### src/hw/rtl/drs_pkg.sv
// shared types, widths and constants for the depth row steering block
`timescale 1ns / 1ps

package drs_pkg;

    // field widths
    localparam int DEPTH_W   = 16;
    localparam int ROW_W     = 12;
    localparam int DIST_W    = 16;
    localparam int RPM_W     = 8;
    localparam int SPEED_W   = 10;
    localparam int MAG_W     = SPEED_W - 1;
    localparam int CFG_IDX_W = 2;
    localparam int CFG_DAT_W = 16;

    // divider sizing: numerator holds 2 * max_rpm * depth difference
    localparam int NUM_W  = RPM_W + 1 + DEPTH_W;
    localparam int DEN_W  = 16;
    localparam int QCNT_W = $clog2(NUM_W);

    // default row capacity
    localparam int MAX_WIDTH_DEF = 2048;

    // register reset values
    localparam logic             ENABLE_RST    = 1'b1;
    localparam logic [ROW_W-1:0] ROW_WIDTH_RST = ROW_W'(640);
    localparam logic [DIST_W-1:0] MAX_DIST_RST = DIST_W'(300);
    localparam logic [RPM_W-1:0] MAX_RPM_RST   = RPM_W'(40);

    // configuration register indexes
    typedef enum logic [CFG_IDX_W-1:0] {
        CFG_ENABLE    = 2'd0,
        CFG_ROW_WIDTH = 2'd1,
        CFG_MAX_DIST  = 2'd2,
        CFG_MAX_RPM   = 2'd3
    } t_cfg_idx;

    // controller states
    typedef enum logic [1:0] {
        ST_IDLE = 2'd0,
        ST_MUL  = 2'd1,
        ST_DIV  = 2'd2,
        ST_OUT  = 2'd3
    } t_drs_state;

    // controller to datapath
    typedef struct packed {
        logic in_ready;
        logic load_div;
        logic div_step;
        logic load_out;
    } t_drs_cmd;

    // datapath to controller
    typedef struct packed {
        logic row_end;
        logic div_done;
        logic out_free;
    } t_drs_sts;

endpackage

### src/hw/rtl/drs_ctrl.sv
// controller state machine: sample intake, multiply, divide, result hand-off
`timescale 1ns / 1ps

module drs_ctrl (
    input  logic              i_clk,
    input  logic              i_rst_n,
    input  logic              i_valid,
    input  drs_pkg::t_drs_sts i_sts,
    output drs_pkg::t_drs_cmd o_cmd
);

    drs_pkg::t_drs_state r_state;
    drs_pkg::t_drs_state n_state;

    // state register
    always_ff @(posedge i_clk) begin
        if (!i_rst_n) begin
            r_state <= drs_pkg::ST_IDLE;
        end else begin
            r_state <= n_state;
        end
    end

    // next state
    always_comb begin
        n_state = r_state;
        case (r_state)
            drs_pkg::ST_IDLE: begin
                if (i_valid && i_sts.row_end) begin
                    n_state = drs_pkg::ST_MUL;
                end
            end
            drs_pkg::ST_MUL: begin
                n_state = drs_pkg::ST_DIV;
            end
            drs_pkg::ST_DIV: begin
                if (i_sts.div_done) begin
                    n_state = drs_pkg::ST_OUT;
                end
            end
            drs_pkg::ST_OUT: begin
                if (i_sts.out_free) begin
                    n_state = drs_pkg::ST_IDLE;
                end
            end
            default: begin
                n_state = drs_pkg::ST_IDLE;
            end
        endcase
    end

    // command outputs
    always_comb begin
        o_cmd = '0;
        case (r_state)
            drs_pkg::ST_IDLE: begin
                o_cmd.in_ready = 1'b1;
            end
            drs_pkg::ST_MUL: begin
                o_cmd.load_div = 1'b1;
            end
            drs_pkg::ST_DIV: begin
                o_cmd.div_step = 1'b1;
            end
            drs_pkg::ST_OUT: begin
                o_cmd.load_out = i_sts.out_free;
            end
            default: begin
                o_cmd = '0;
            end
        endcase
    end

endmodule

### src/hw/rtl/drs_datapath.sv
// datapath: nearest-sample tracking, shared multiplier, serial divider, output register
`timescale 1ns / 1ps

module drs_datapath #(
    parameter int MAX_WIDTH = drs_pkg::MAX_WIDTH_DEF
) (
    input  logic                                i_clk,
    input  logic                                i_rst_n,
    input  drs_pkg::t_drs_cmd                   i_cmd,
    output drs_pkg::t_drs_sts                   o_sts,
    input  logic                                i_valid,
    input  logic [drs_pkg::DEPTH_W-1:0]         i_depth,
    input  logic                                i_last,
    input  logic                                i_enable,
    input  logic [drs_pkg::ROW_W-1:0]           i_row_width,
    input  logic [drs_pkg::DIST_W-1:0]          i_max_dist,
    input  logic [drs_pkg::RPM_W-1:0]           i_max_rpm,
    input  logic                                i_ready,
    output logic                                o_valid,
    output logic                                o_halted,
    output logic signed [drs_pkg::SPEED_W-1:0]  o_left_speed,
    output logic signed [drs_pkg::SPEED_W-1:0]  o_right_speed
);

    localparam int CW = $clog2(MAX_WIDTH);
    localparam int WW = $clog2(MAX_WIDTH + 1);
    localparam int HW = WW - 1;
    localparam int DW = drs_pkg::DEPTH_W;
    localparam int NW = drs_pkg::NUM_W;
    localparam int EW = drs_pkg::DEN_W;
    localparam int MW = drs_pkg::MAG_W;
    localparam int SW = drs_pkg::SPEED_W;

    // tracking state
    logic [CW-1:0] r_column, n_column;
    logic [DW-1:0] r_near_l, n_near_l;
    logic [DW-1:0] r_near_r, n_near_r;
    logic [CW-1:0] r_off_l, n_off_l;
    logic [CW-1:0] r_off_r, n_off_r;
    logic          r_found_l, n_found_l;
    logic          r_found_r, n_found_r;

    // divider state
    logic [NW-1:0]               r_quo, n_quo;
    logic [EW-1:0]               r_rem, n_rem;
    logic [EW-1:0]               r_den, n_den;
    logic [drs_pkg::QCNT_W-1:0]  r_cnt, n_cnt;
    logic                        r_den_zero, n_den_zero;
    logic                        r_halt, n_halt;
    logic                        r_neg_l, n_neg_l;
    logic                        r_neg_r, n_neg_r;

    // output register
    logic                 r_out_valid, n_out_valid;
    logic                 r_out_halted, n_out_halted;
    logic signed [SW-1:0] r_out_left, n_out_left;
    logic signed [SW-1:0] r_out_right, n_out_right;

    // row geometry
    logic [WW-1:0] width;
    logic [HW-1:0] half;
    logic [WW-1:0] col_ext;
    logic [WW-1:0] half_ext;
    logic          take;
    logic          sample_ok;

    // multiplier operands
    logic                   near_l_less;
    logic [DW-1:0]          diff;
    logic [drs_pkg::RPM_W:0] op_a;
    logic [DW-1:0]          op_b;
    logic [NW-1:0]          prod;
    logic [EW-1:0]          den_sel;

    // divider step
    logic [EW:0]   rem_sh;
    logic          rem_ge;
    logic [MW-1:0] mag;
    logic [SW-1:0] spd_pos;

    assign width    = (i_row_width > MAX_WIDTH) ? WW'(MAX_WIDTH) : WW'(i_row_width);
    assign half     = width[WW-1:1];
    assign half_ext = WW'(half);
    assign col_ext  = WW'(r_column);
    assign take     = i_valid && i_cmd.in_ready && i_enable;
    assign sample_ok = (col_ext < width) && (i_depth != '0) && (i_depth < i_max_dist);

    // nearest sample tracking per half, cleared when a row result is started
    always_comb begin
        n_column  = r_column;
        n_near_l  = r_near_l;
        n_near_r  = r_near_r;
        n_off_l   = r_off_l;
        n_off_r   = r_off_r;
        n_found_l = r_found_l;
        n_found_r = r_found_r;
        if (i_cmd.load_div) begin
            n_column  = '0;
            n_near_l  = '0;
            n_near_r  = '0;
            n_off_l   = '0;
            n_off_r   = '0;
            n_found_l = 1'b0;
            n_found_r = 1'b0;
        end else if (take) begin
            if (sample_ok) begin
                if (col_ext < half_ext) begin
                    if (!r_found_l || i_depth < r_near_l) begin
                        n_near_l  = i_depth;
                        n_off_l   = CW'(half_ext - col_ext - WW'(1));
                        n_found_l = 1'b1;
                    end
                end else begin
                    if (!r_found_r || i_depth < r_near_r) begin
                        n_near_r  = i_depth;
                        n_off_r   = CW'(col_ext - half_ext);
                        n_found_r = 1'b1;
                    end
                end
            end
            if (r_column < CW'(MAX_WIDTH - 1)) begin
                n_column = r_column + CW'(1);
            end
        end
    end

    // operand selection for the single multiplier
    always_comb begin
        near_l_less = r_near_l < r_near_r;
        diff        = near_l_less ? (r_near_r - r_near_l) : (r_near_l - r_near_r);
        op_a        = {1'b0, i_max_rpm};
        op_b        = '0;
        den_sel     = EW'(half);
        n_halt      = 1'b0;
        n_neg_l     = 1'b0;
        n_neg_r     = 1'b0;
        if (!r_found_l && !r_found_r) begin
            n_halt = 1'b1;
        end else if (!r_found_l) begin
            op_b    = DW'(r_off_r);
            n_neg_r = 1'b1;
        end else if (!r_found_r) begin
            op_b    = DW'(r_off_l);
            n_neg_l = 1'b1;
        end else begin
            op_a    = {i_max_rpm, 1'b0};
            op_b    = diff;
            den_sel = EW'(i_max_dist);
            n_neg_l = !near_l_less;
            n_neg_r = !near_l_less;
        end
    end

    assign prod = op_a * op_b;

    // restoring divider, one quotient bit per cycle
    assign rem_sh = {r_rem, r_quo[NW-1]};
    assign rem_ge = rem_sh >= {1'b0, r_den};

    always_comb begin
        n_quo      = r_quo;
        n_rem      = r_rem;
        n_den      = r_den;
        n_cnt      = r_cnt;
        n_den_zero = r_den_zero;
        if (i_cmd.load_div) begin
            n_quo      = prod;
            n_rem      = '0;
            n_den      = den_sel;
            n_cnt      = '0;
            n_den_zero = (den_sel == '0);
        end else if (i_cmd.div_step) begin
            n_quo = {r_quo[NW-2:0], rem_ge};
            n_rem = rem_ge ? EW'(rem_sh - {1'b0, r_den}) : rem_sh[EW-1:0];
            n_cnt = r_cnt + drs_pkg::QCNT_W'(1);
        end
    end

    // signed wheel speeds from the quotient
    assign mag     = (r_den_zero || r_halt) ? '0 : r_quo[MW-1:0];
    assign spd_pos = {1'b0, mag};

    always_comb begin
        n_out_valid  = r_out_valid;
        n_out_halted = r_out_halted;
        n_out_left   = r_out_left;
        n_out_right  = r_out_right;
        if (r_out_valid && i_ready) begin
            n_out_valid = 1'b0;
        end
        if (i_cmd.load_out) begin
            n_out_valid  = 1'b1;
            n_out_halted = r_halt;
            n_out_left   = r_neg_l ? -$signed(spd_pos) : $signed(spd_pos);
            n_out_right  = r_neg_r ? -$signed(spd_pos) : $signed(spd_pos);
        end
    end

    // control registers
    always_ff @(posedge i_clk) begin
        if (!i_rst_n) begin
            r_column    <= '0;
            r_found_l   <= 1'b0;
            r_found_r   <= 1'b0;
            r_out_valid <= 1'b0;
            r_cnt       <= '0;
        end else begin
            r_column    <= n_column;
            r_found_l   <= n_found_l;
            r_found_r   <= n_found_r;
            r_out_valid <= n_out_valid;
            r_cnt       <= n_cnt;
        end
    end

    // payload registers, cleared with the tracking where the row needs it
    always_ff @(posedge i_clk) begin
        if (!i_rst_n) begin
            r_near_l <= '0;
            r_near_r <= '0;
            r_off_l  <= '0;
            r_off_r  <= '0;
        end else begin
            r_near_l <= n_near_l;
            r_near_r <= n_near_r;
            r_off_l  <= n_off_l;
            r_off_r  <= n_off_r;
        end
    end

    always_ff @(posedge i_clk) begin
        r_quo        <= n_quo;
        r_rem        <= n_rem;
        r_den        <= n_den;
        r_den_zero   <= n_den_zero;
        r_out_halted <= n_out_halted;
        r_out_left   <= n_out_left;
        r_out_right  <= n_out_right;
        if (i_cmd.load_div) begin
            r_halt  <= n_halt;
            r_neg_l <= n_neg_l;
            r_neg_r <= n_neg_r;
        end
    end

    // status back to the controller
    assign o_sts.row_end  = i_enable && i_last;
    assign o_sts.div_done = i_cmd.div_step && (r_cnt == drs_pkg::QCNT_W'(NW - 1));
    assign o_sts.out_free = !r_out_valid || i_ready;

    assign o_valid       = r_out_valid;
    assign o_halted      = r_out_halted;
    assign o_left_speed  = r_out_left;
    assign o_right_speed = r_out_right;

endmodule

### src/hw/rtl/depth_row_steering.sv
// top level: configuration registers, controller and datapath of the row steering block
`timescale 1ns / 1ps

// Steering from one row of depth samples.
// Input channel (i_valid / o_ready) carries one depth sample per item, in mm,
// column 0 first, with i_last on the final sample of the row. Result channel
// (o_valid / i_ready) carries one wheel command per row: o_halted and the
// signed left and right speeds in rpm.
// While the controller is idle, samples that are not the end of a row are
// taken one per cycle. The row-end item starts a product step and a restoring
// divide, and its result is then loaded into the output register; o_ready
// stays low until then, so no sample of the next row is taken meanwhile.
// The result sits in an output register: while the receiver stalls, new
// samples of the next row are still taken; only a second row end waits for
// the register to drain before its result is loaded.
// Configuration writes (i_cfg_valid / o_cfg_ready) are always taken and are
// meant for idle periods. With enable at 0, samples are taken and dropped.
// Reset (synchronous, active low) restores register defaults: enable 1,
// row_width 640, max_dist 300, max_rpm 40, and clears the row tracking.
// No clearing pass is needed after reset.
module depth_row_steering #(
    parameter int MAX_WIDTH = drs_pkg::MAX_WIDTH_DEF
) (
    input  logic                                i_clk,
    input  logic                                i_rst_n,
    input  logic                                i_valid,
    output logic                                o_ready,
    input  logic [drs_pkg::DEPTH_W-1:0]         i_depth,
    input  logic                                i_last,
    output logic                                o_valid,
    input  logic                                i_ready,
    output logic                                o_halted,
    output logic signed [drs_pkg::SPEED_W-1:0]  o_left_speed,
    output logic signed [drs_pkg::SPEED_W-1:0]  o_right_speed,
    input  logic                                i_cfg_valid,
    output logic                                o_cfg_ready,
    input  logic [drs_pkg::CFG_IDX_W-1:0]       i_cfg_index,
    input  logic [drs_pkg::CFG_DAT_W-1:0]       i_cfg_data
);

    logic                         r_enable;
    logic [drs_pkg::ROW_W-1:0]    r_row_width;
    logic [drs_pkg::DIST_W-1:0]   r_max_dist;
    logic [drs_pkg::RPM_W-1:0]    r_max_rpm;

    drs_pkg::t_drs_cmd cmd;
    drs_pkg::t_drs_sts sts;

    assign o_cfg_ready = 1'b1;
    assign o_ready     = cmd.in_ready;

    // configuration registers
    always_ff @(posedge i_clk) begin
        if (!i_rst_n) begin
            r_enable    <= drs_pkg::ENABLE_RST;
            r_row_width <= drs_pkg::ROW_WIDTH_RST;
            r_max_dist  <= drs_pkg::MAX_DIST_RST;
            r_max_rpm   <= drs_pkg::MAX_RPM_RST;
        end else if (i_cfg_valid && o_cfg_ready) begin
            case (drs_pkg::t_cfg_idx'(i_cfg_index))
                drs_pkg::CFG_ENABLE:    r_enable    <= i_cfg_data[0];
                drs_pkg::CFG_ROW_WIDTH: r_row_width <= i_cfg_data[drs_pkg::ROW_W-1:0];
                drs_pkg::CFG_MAX_DIST:  r_max_dist  <= i_cfg_data[drs_pkg::DIST_W-1:0];
                drs_pkg::CFG_MAX_RPM:   r_max_rpm   <= i_cfg_data[drs_pkg::RPM_W-1:0];
                default: begin
                end
            endcase
        end
    end

    // controller
    drs_ctrl u_ctrl (
        .i_clk   (i_clk),
        .i_rst_n (i_rst_n),
        .i_valid (i_valid),
        .i_sts   (sts),
        .o_cmd   (cmd)
    );

    // datapath
    drs_datapath #(
        .MAX_WIDTH (MAX_WIDTH)
    ) u_datapath (
        .i_clk         (i_clk),
        .i_rst_n       (i_rst_n),
        .i_cmd         (cmd),
        .o_sts         (sts),
        .i_valid       (i_valid),
        .i_depth       (i_depth),
        .i_last        (i_last),
        .i_enable      (r_enable),
        .i_row_width   (r_row_width),
        .i_max_dist    (r_max_dist),
        .i_max_rpm     (r_max_rpm),
        .i_ready       (i_ready),
        .o_valid       (o_valid),
        .o_halted      (o_halted),
        .o_left_speed  (o_left_speed),
        .o_right_speed (o_right_speed)
    );

`ifndef ASSERT_OFF
    // a halted command carries zero speeds
    a_halt_zero: assert property (@(posedge i_clk) disable iff (!i_rst_n)
        o_valid && o_halted |-> (o_left_speed == '0) && (o_right_speed == '0))
        else $error("halted result with nonzero speed");

    // a moving command turns both wheels at the same magnitude
    a_same_mag: assert property (@(posedge i_clk) disable iff (!i_rst_n)
        o_valid && !o_halted |->
            (o_left_speed == o_right_speed) || (o_left_speed == -o_right_speed))
        else $error("wheel speed magnitudes differ");

    // a row end taken while enabled blocks intake for the divide
    a_row_end_busy: assert property (@(posedge i_clk) disable iff (!i_rst_n)
        i_valid && o_ready && r_enable && i_last |=> !o_ready)
        else $error("intake not paused after row end");

    // the left speed stays within twice the largest max_rpm
    a_speed_range: assert property (@(posedge i_clk) disable iff (!i_rst_n)
        o_valid |-> (o_left_speed >= -10'sd510) && (o_left_speed <= 10'sd510))
        else $error("speed out of range");
`endif

endmodule

### config.mk
export PLATFORM = sky130hd
export DESIGN_NAME = depth_row_steering
export DESIGN_NICKNAME = d
export VERILOG_FILES = /design/src/hw/rtl/drs_pkg.sv /design/src/hw/rtl/drs_ctrl.sv /design/src/hw/rtl/drs_datapath.sv /design/src/hw/rtl/depth_row_steering.sv
export SDC_FILE = /design/constraint.sdc
export NUM_CORES = 1
export LEC_CHECK = 0
export BUFFER_PORTS_ARGS = -buffer_cell sky130_fd_sc_hd__buf_2
export CAP_MARGIN = 20
export CORE_UTILIZATION = 55
export CTS_CLUSTER_DIAMETER = 80
export DETAILED_ROUTE_END_ITERATION = 6
export PLACE_DENSITY = 0.72
export SLEW_MARGIN = 15
export SYNTH_ARGS = -nofsm -noshare
export SYNTH_HDL_FRONTEND = slang
export SYNTH_SLANG_ARGS = --single-unit
### constraint.sdc
create_clock -name i_clk -period 8.2 [get_ports i_clk]
set_input_delay 0.82 -clock i_clk [delete_from_list [all_inputs] [get_ports i_clk]]
set_output_delay 0.82 -clock i_clk [all_outputs]
set_load 0.05 [all_outputs]
==> results of run 1 <==
-- synthesized netlist by cell type, types with 32 or more instances --
library cell | instances | area, sq um
dfxtp_1 | 128 | 2560
edfxtp_1 | 65 | 1950
mux2i_1 | 75 | 751
nor3_1 | 32 | 160
o21ai_0 | 87 | 435
a21boi_0 | 37 | 278
fa_1 | 103 | 2060
nor2_1 | 151 | 567
a21oi_1 | 91 | 455
ha_1 | 175 | 2190
a21o_1 | 35 | 263
nand3_1 | 36 | 180
clkbuf_1 | 58 | 218
nand2_1 | 269 | 1010
inv_1 | 255 | 957
xnor2_1 | 38 | 333
-- worst max-delay path: stages, from the launching register on --
cell	delay [ns]
dfxtp_1	0.36
inv_1	0.08
ha_1	0.51
a21oi_1	0.30
o21ai_2	0.18
a21oi_4	0.29
nand2_2	0.21
o311ai_1	0.50
a31oi_1	0.36
or3_1	0.45
fa_1	0.51
inv_1	0.05
fa_1	0.46
fa_1	0.48
inv_1	0.05
fa_1	0.53
inv_1	0.04
ha_1	0.35
and3_1	0.22
a221oi_1	0.50
nand3_1	0.13
o21ai_0	0.30
o2111ai_1	0.19
xnor2_1	0.14
mux2_2	0.26
-- registers in the layout, summed over array words and instances, names as in the netlist, 2 cells and up --
| signal | flops |
|---|---|
| u_datapath.r_den | 16 |
| u_datapath.r_near_l | 16 |
| u_datapath.r_quo | 25 |
| u_datapath.r_rem | 16 |
| u_datapath.r_off_r | 11 |
| r_row_width | 12 |
| u_datapath.r_off_l | 11 |
| u_datapath.r_near_r | 16 |
| u_datapath.o_right_speed | 10 |
| u_ctrl.r_state | 2 |
| r_max_dist | 16 |
| u_datapath.o_left_speed | 9 |
| u_datapath.r_column | 11 |
| r_max_rpm | 8 |
| u_datapath.r_cnt | 5 |
-- layout make-up --
class	instances	area, sq um	share of cell area [%]
Clock buffer	19	437	2.28
Clock inverter	13	143	0.744
Inverter	257	965	5.03
Multi-Input combinational cell	1558	12000	62.8
Sequential cell	193	4510	23.5
Tap cell	435	544	2.84
Timing Repair Buffer	89	520	2.71
-- metal layers --
layer  wire length, um  share of wire [%]
met3              3580                7.1
met1             22100                 44
met5                 0                  0
met4              1640                3.2
met2             23200                 46
-- logic make-up (layout without fill, tap and decap cells) --
group	after synthesis	in the layout	share of synthesized area, %
and+or+nand+nor	664	664	17.3
AOI/OAI and AO/OA	444	444	17.0
buffers and inverters	348	378	7.69
adders and majority gates	278	278	23.8
DFF	193	193	25.2
muxes	99	99	5.72
xor gates and xnor gates	67	67	3.28
other	1	6	0.0210
-- report_power, final --
| group | switching [mW] | leakage (nW) | internal [mW] |
|---|---|---|---|
| logic | 1.24 | 6.64 | 0.737 |
| registers | 0.134 | 1.65 | 1.22 |
| clock network | 0.424 | 0.289 | 0.435 |
| total | 1.80 | 8.58 | 2.39 |
-- per-stage QoR --
stage | hold WS [ns] | power [mW] | util (%) | std cells | cell area, sq um
floorplan | 0.433 | 2.81 | - | 2099 | 17900
global placement | 0.447 | 3.26 | 58.4 | 2530 | 18600
detailed placement | 0.452 | 3.29 | 58.4 | 2531 | 18600
CTS | 0.463 | 4.15 | 60.2 | 2563 | 19100
global route | 0.492 | 4.43 | 60.3 | 2564 | 19200
finish | 0.463 | 4.19 | 60.3 | 2564 | 19200
-- what timing repair did --
item                                    CTS  global route
endpoints found under the setup margin    0             5
resized for setup                         0             3
hold endpoints to repair                  0             0
-- worst paths after layout --
kind | to | depth (start not counted) | startpoint | slack [ns]
setup / recovery | u_datapath.r_quo[24]$_DFFE_PP_ | 24 | u_datapath.r_near_r[13]$_SDFFE_PP0P_ | 0.50
hold reg to reg | u_datapath.r_off_l[4]$_SDFFE_PP0P_ | 2 | u_datapath.r_off_l[4]$_SDFFE_PP0P_ | 0.46
hold / removal | u_datapath.r_off_l[4]$_SDFFE_PP0P_ | 2 | u_datapath.r_off_l[4]$_SDFFE_PP0P_ | 0.46
setup reg to reg | u_datapath.r_quo[24]$_DFFE_PP_ | 24 | u_datapath.r_near_r[13]$_SDFFE_PP0P_ | 0.50
==> results.toml, run 1 <==
[run_status]
status = "finished, final reports clean"

[yosys]
yosys_warnings = 0
syn-cell-area_sq_um = 17900
synthCells = 2094
ys_seq_area_share_pct = 25.2
synth-async-reset-ratio_pct = 0
ys_seq_elements = 193
synth_edf_count = 65
synthDistinctLibCells = 85
synthFlopType = "dfxtp_1"
postSynthAreaPerCell_sq_um = 8.54

[grt]
grt-ovfl-total = 0
gr-usage-met2_pct = 50.9
busiest_layer = "met2"
antenna_found_initial = 0
gr-usage-met1_pct = 41.3
grt_max_degree = 91
grt_first_pass_wirelength_mm = 80.2
use_met3_pct = 6.11
grt_pass1_vias = 14700
grt_util_all_layers_pct = 31.3

[setup_path]
cp.required_ns = 8.43
crit_path_max_fanout = 15
path_class = "reg2reg"
critPathArrivalTime_ns = 7.93
cp-end-kind = "flip-flop"
start_kind = "flip-flop"

[layout]
area_delta_synth_final_pct = 7.18
fill_cells = 2860
finalNetCount = 2434
final_common_cell = "nand2_1"
layout_common_cells = "nand2_1, inv_1, ha_1, nor2_1, dfxtp_1"
layout-drive-gt1-share_pct = 9.21
insertedDiodeCount = 0

[sta]
fin_ws_ns = 0.496
tightest_slew_ns = 1.05
finalCritPeriodShare_pct = 94.0
finalCriticalPeriod_ns = 7.70
setup_tns_ns = 0
finClkSkew_ns = 0.0141
timing.final.max_slew_violations = 0
slew_headroom_pct = 30.3
max_freq_mhz = 130
rsz0062_at_grt = "false"
setup_violations = 0
hold_viol = 0

[cts]
cts_tree = "done"
cts_setup_buffers = 0
htreeDepth = 4
clk_pin_slew_ns = 0.08
cts-root-buf = "clkbuf_16"
clockBufferDepth = 2
cts_hold_buf = 0
cts_sinks = 193
clock_latency_ns = 0.47
cts_buffers = 17

[detailed_routing]
wl_mm = 50.5
avgViaCountPerCell = 5.92
firstDrtPassIters = 6
dr_total_vias = 15200
drtIter0Drc = 1281
wl_per_cell_um = 19.7
drc_errors = 0
drt.antenna.violating_nets = 0

[die]
initial_core_util_pct = 56.3
die_h_um = 182
core-area_sq_um = 31800
num_rows = 65
dieArea_sq_um = 33200
die_w_um = 182
ios = 64

[placement]
gp_congestion = 0.994
hpwl_mm = 40.2
io_buffers = 62
dp_slack_ns = 0.530

[power_and_ir_drop]
p_leak_nw = 8.58
ir_drop_mv = 0.155
powerDensity_nw_per_um2 = 219

[min_path]
hold_class = "reg2reg"

[job]
drv_cap = 0
Power figures use the tool's default switching activity.
==> run 2: changes to the inputs <==
--- a/config.mk
+++ b/config.mk
@@ -11,6 +11,7 @@
 export CTS_CLUSTER_DIAMETER = 80
 export DETAILED_ROUTE_END_ITERATION = 6
 export PLACE_DENSITY = 0.72
+export RECOVER_POWER = 50
 export SLEW_MARGIN = 15
 export SYNTH_ARGS = -nofsm -noshare
 export SYNTH_HDL_FRONTEND = slang
==> results.toml, run 2 (synthesized netlist as in run 1, its figures left out) <==
[cts]
cts-root-buf = "clkbuf_16"
clk_pin_slew_ns = 0.08
cts_buffers = 17
htreeDepth = 4
cts_sinks = 193
cts_hold_buf = 0
clock_latency_ns = 0.47
cts_tree = "done"
clockBufferDepth = 2

[placement]
place_inst = 2531
gp_congestion = 0.994
hpwl_mm = 40.2
io_buffers = 62

[detailed_routing]
drt.antenna.violating_nets = 0
drtIter0Drc = 1184
avgViaCountPerCell = 5.94
firstDrtPassIters = 5
drc_errors = 0
wl_mm = 50.7
wl_per_cell_um = 19.8
dr_total_vias = 15200

[setup_path]
path_class = "reg2reg"
r2r_cells = 24
max_stage_delay_ns = 0.53
crit_path_max_fanout = 15
r2r-start = "u_datapath.r_near_r[13]$_SDFFE_PP0P_"
r2r_slack_ns = 0.46
cp-end-kind = "flip-flop"
critPathArrivalTime_ns = 7.97
crit_slowest_cell = "fa_1"
path_cells = "inv_1 > ha_1 > a21oi_1 > o21ai_2 > a21oi_4 > nand2_2 > o311ai_1 > a31oi_1 > or3_1 > fa_1 > inv_1 > fa_1 > fa_1 > inv_1 > fa_1 > inv_1 > ha_1 > and3_1 > a221oi_1 > nand3_1 > o21ai_0 > o2111ai_1 > xnor2_1 > mux2_2"
cp.required_ns = 8.43
r2r_end = "u_datapath.r_quo[24]$_DFFE_PP_"
start_kind = "flip-flop"

[min_path]
whs_path_depth = 2
hold_start = "u_datapath.r_off_l[0]$_SDFFE_PP0P_"
holdPathEnd = "u_datapath.r_off_l[0]$_SDFFE_PP0P_"
hold_class = "reg2reg"

[sta]
tightest_slew_ns = 1.77
finClkSkew_ns = 0.0165
hold_viol = 0
setup_violations = 0
rsz0062_at_grt = "false"
timing.final.max_slew_violations = 42
slew_headroom_pct = -17.7
max_freq_mhz = 129
finalCriticalPeriod_ns = 7.74
finalCritPeriodShare_pct = 94.4
setup_tns_ns = 0

[layout]
area_delta_synth_final_pct = 6.93
finalNetCount = 2434
largest-register = "u_datapath.r_quo"
layout-drive-gt1-share_pct = 7.89
instances_no_fill = 2565
largest_register_ffs = 25
final_common_cell = "nand2_1"
layout_common_cells = "nand2_1, inv_1, ha_1, nor2_1, dfxtp_1"

[power_and_ir_drop]
powerDensity_nw_per_um2 = 219
ir_drop_mv = 0.154
p_leak_nw = 8.50

[die]
initial_core_util_pct = 56.3
die_h_um = 182
ios = 64
core-area_sq_um = 31800
num_rows = 65
die_w_um = 182
dieArea_sq_um = 33200

[grt]
antenna_found_initial = 0
grt_util_all_layers_pct = 31.3
grt-ovfl-total = 0
grt_max_degree = 91
grt_first_pass_wirelength_mm = 80.2
grt_pass1_vias = 14700

[run_status]
status = "finished with violations"
violations = "capacitance limit, slew limit"

[job]
drv_cap = 1
run 2: routing by layer:
layer  GRT usage (%)  wire length, um
met1            41.3            22500
met2            50.9            23300
met3            6.11             3340
met4            11.4             1590
met5               0                0
run 2: metrics by stage:
stage                     utilization [%]  power [mW]  area [sq um]  setup slack, ns  hold WS, ns
after floorplan                         -        2.81         17900             1.51        0.433
after global placement               58.4        3.26         18600            0.634        0.447
after detailed placement             58.4        3.29         18600            0.530        0.452
after global routing                 60.1        4.43         19100           0.0460        0.492
after CTS                            60.2        4.15         19100            0.516        0.463
final                                60.2        4.19         19100            0.456        0.464
run 2: final cells by class:
class	count	area [sq um]
Antenna cell	1	2.50
Clock buffer	19	437
Clock inverter	13	143
Fill cell	2885	12700
Inverter	257	965
Multi-Input combinational cell	1558	12000
Sequential cell	193	4510
Tap cell	435	544
Timing Repair Buffer	89	477
run 2: worst max path at each step:
stage,startpoint,to,slack [ns],cells after the start
final,u_datapath.r_near_r[13]$_SDFFE_PP0P_,u_datapath.r_quo[24]$_DFFE_PP_,0.46,24
after global routing,u_datapath.r_near_r[13]$_SDFFE_PP0P_,u_datapath.r_quo[19]$_DFFE_PP_,0.05,23
after CTS,u_datapath.r_near_r[13]$_SDFFE_PP0P_,u_datapath.r_quo[24]$_DFFE_PP_,0.52,24
after detailed placement,u_datapath.r_near_r[13]$_SDFFE_PP0P_,u_datapath.r_quo[23]$_DFFE_PP_,0.53,23
after global placement,u_datapath.r_near_r[1]$_SDFFE_PP0P_,u_datapath.r_quo[21]$_DFFE_PP_,0.63,23
after floorplan,u_datapath.r_near_r[0]$_SDFFE_PP0P_,u_datapath.r_quo[24]$_DFFE_PP_,1.51,25
run 2: worst max-delay path: cells and delay by family (launching register included):
kind	cells	cell delay, ns
AOI/OAI and AO/OA	8	2.64
muxes	1	0.26
and+or+nand+nor	4	1.02
DFF	1	0.36
xor gates and xnor gates	1	0.14
buffers and inverters	4	0.22
adders and majority gates	6	2.84
run 2: power breakdown:
group,total (mW),internal [mW],leakage (nW),switching (mW)
sequential,1.35,1.22,1.65,0.135
clock,0.861,0.435,0.289,0.427
combinational,1.98,0.734,6.56,1.25
run 2: repair_timing:
| item | CTS | global route |
|---|---|---|
| buffers inserted | 0 | 0 |
| gates resized for setup | 0 | 3 |
| endpoints found under the setup margin | 0 | 5 |
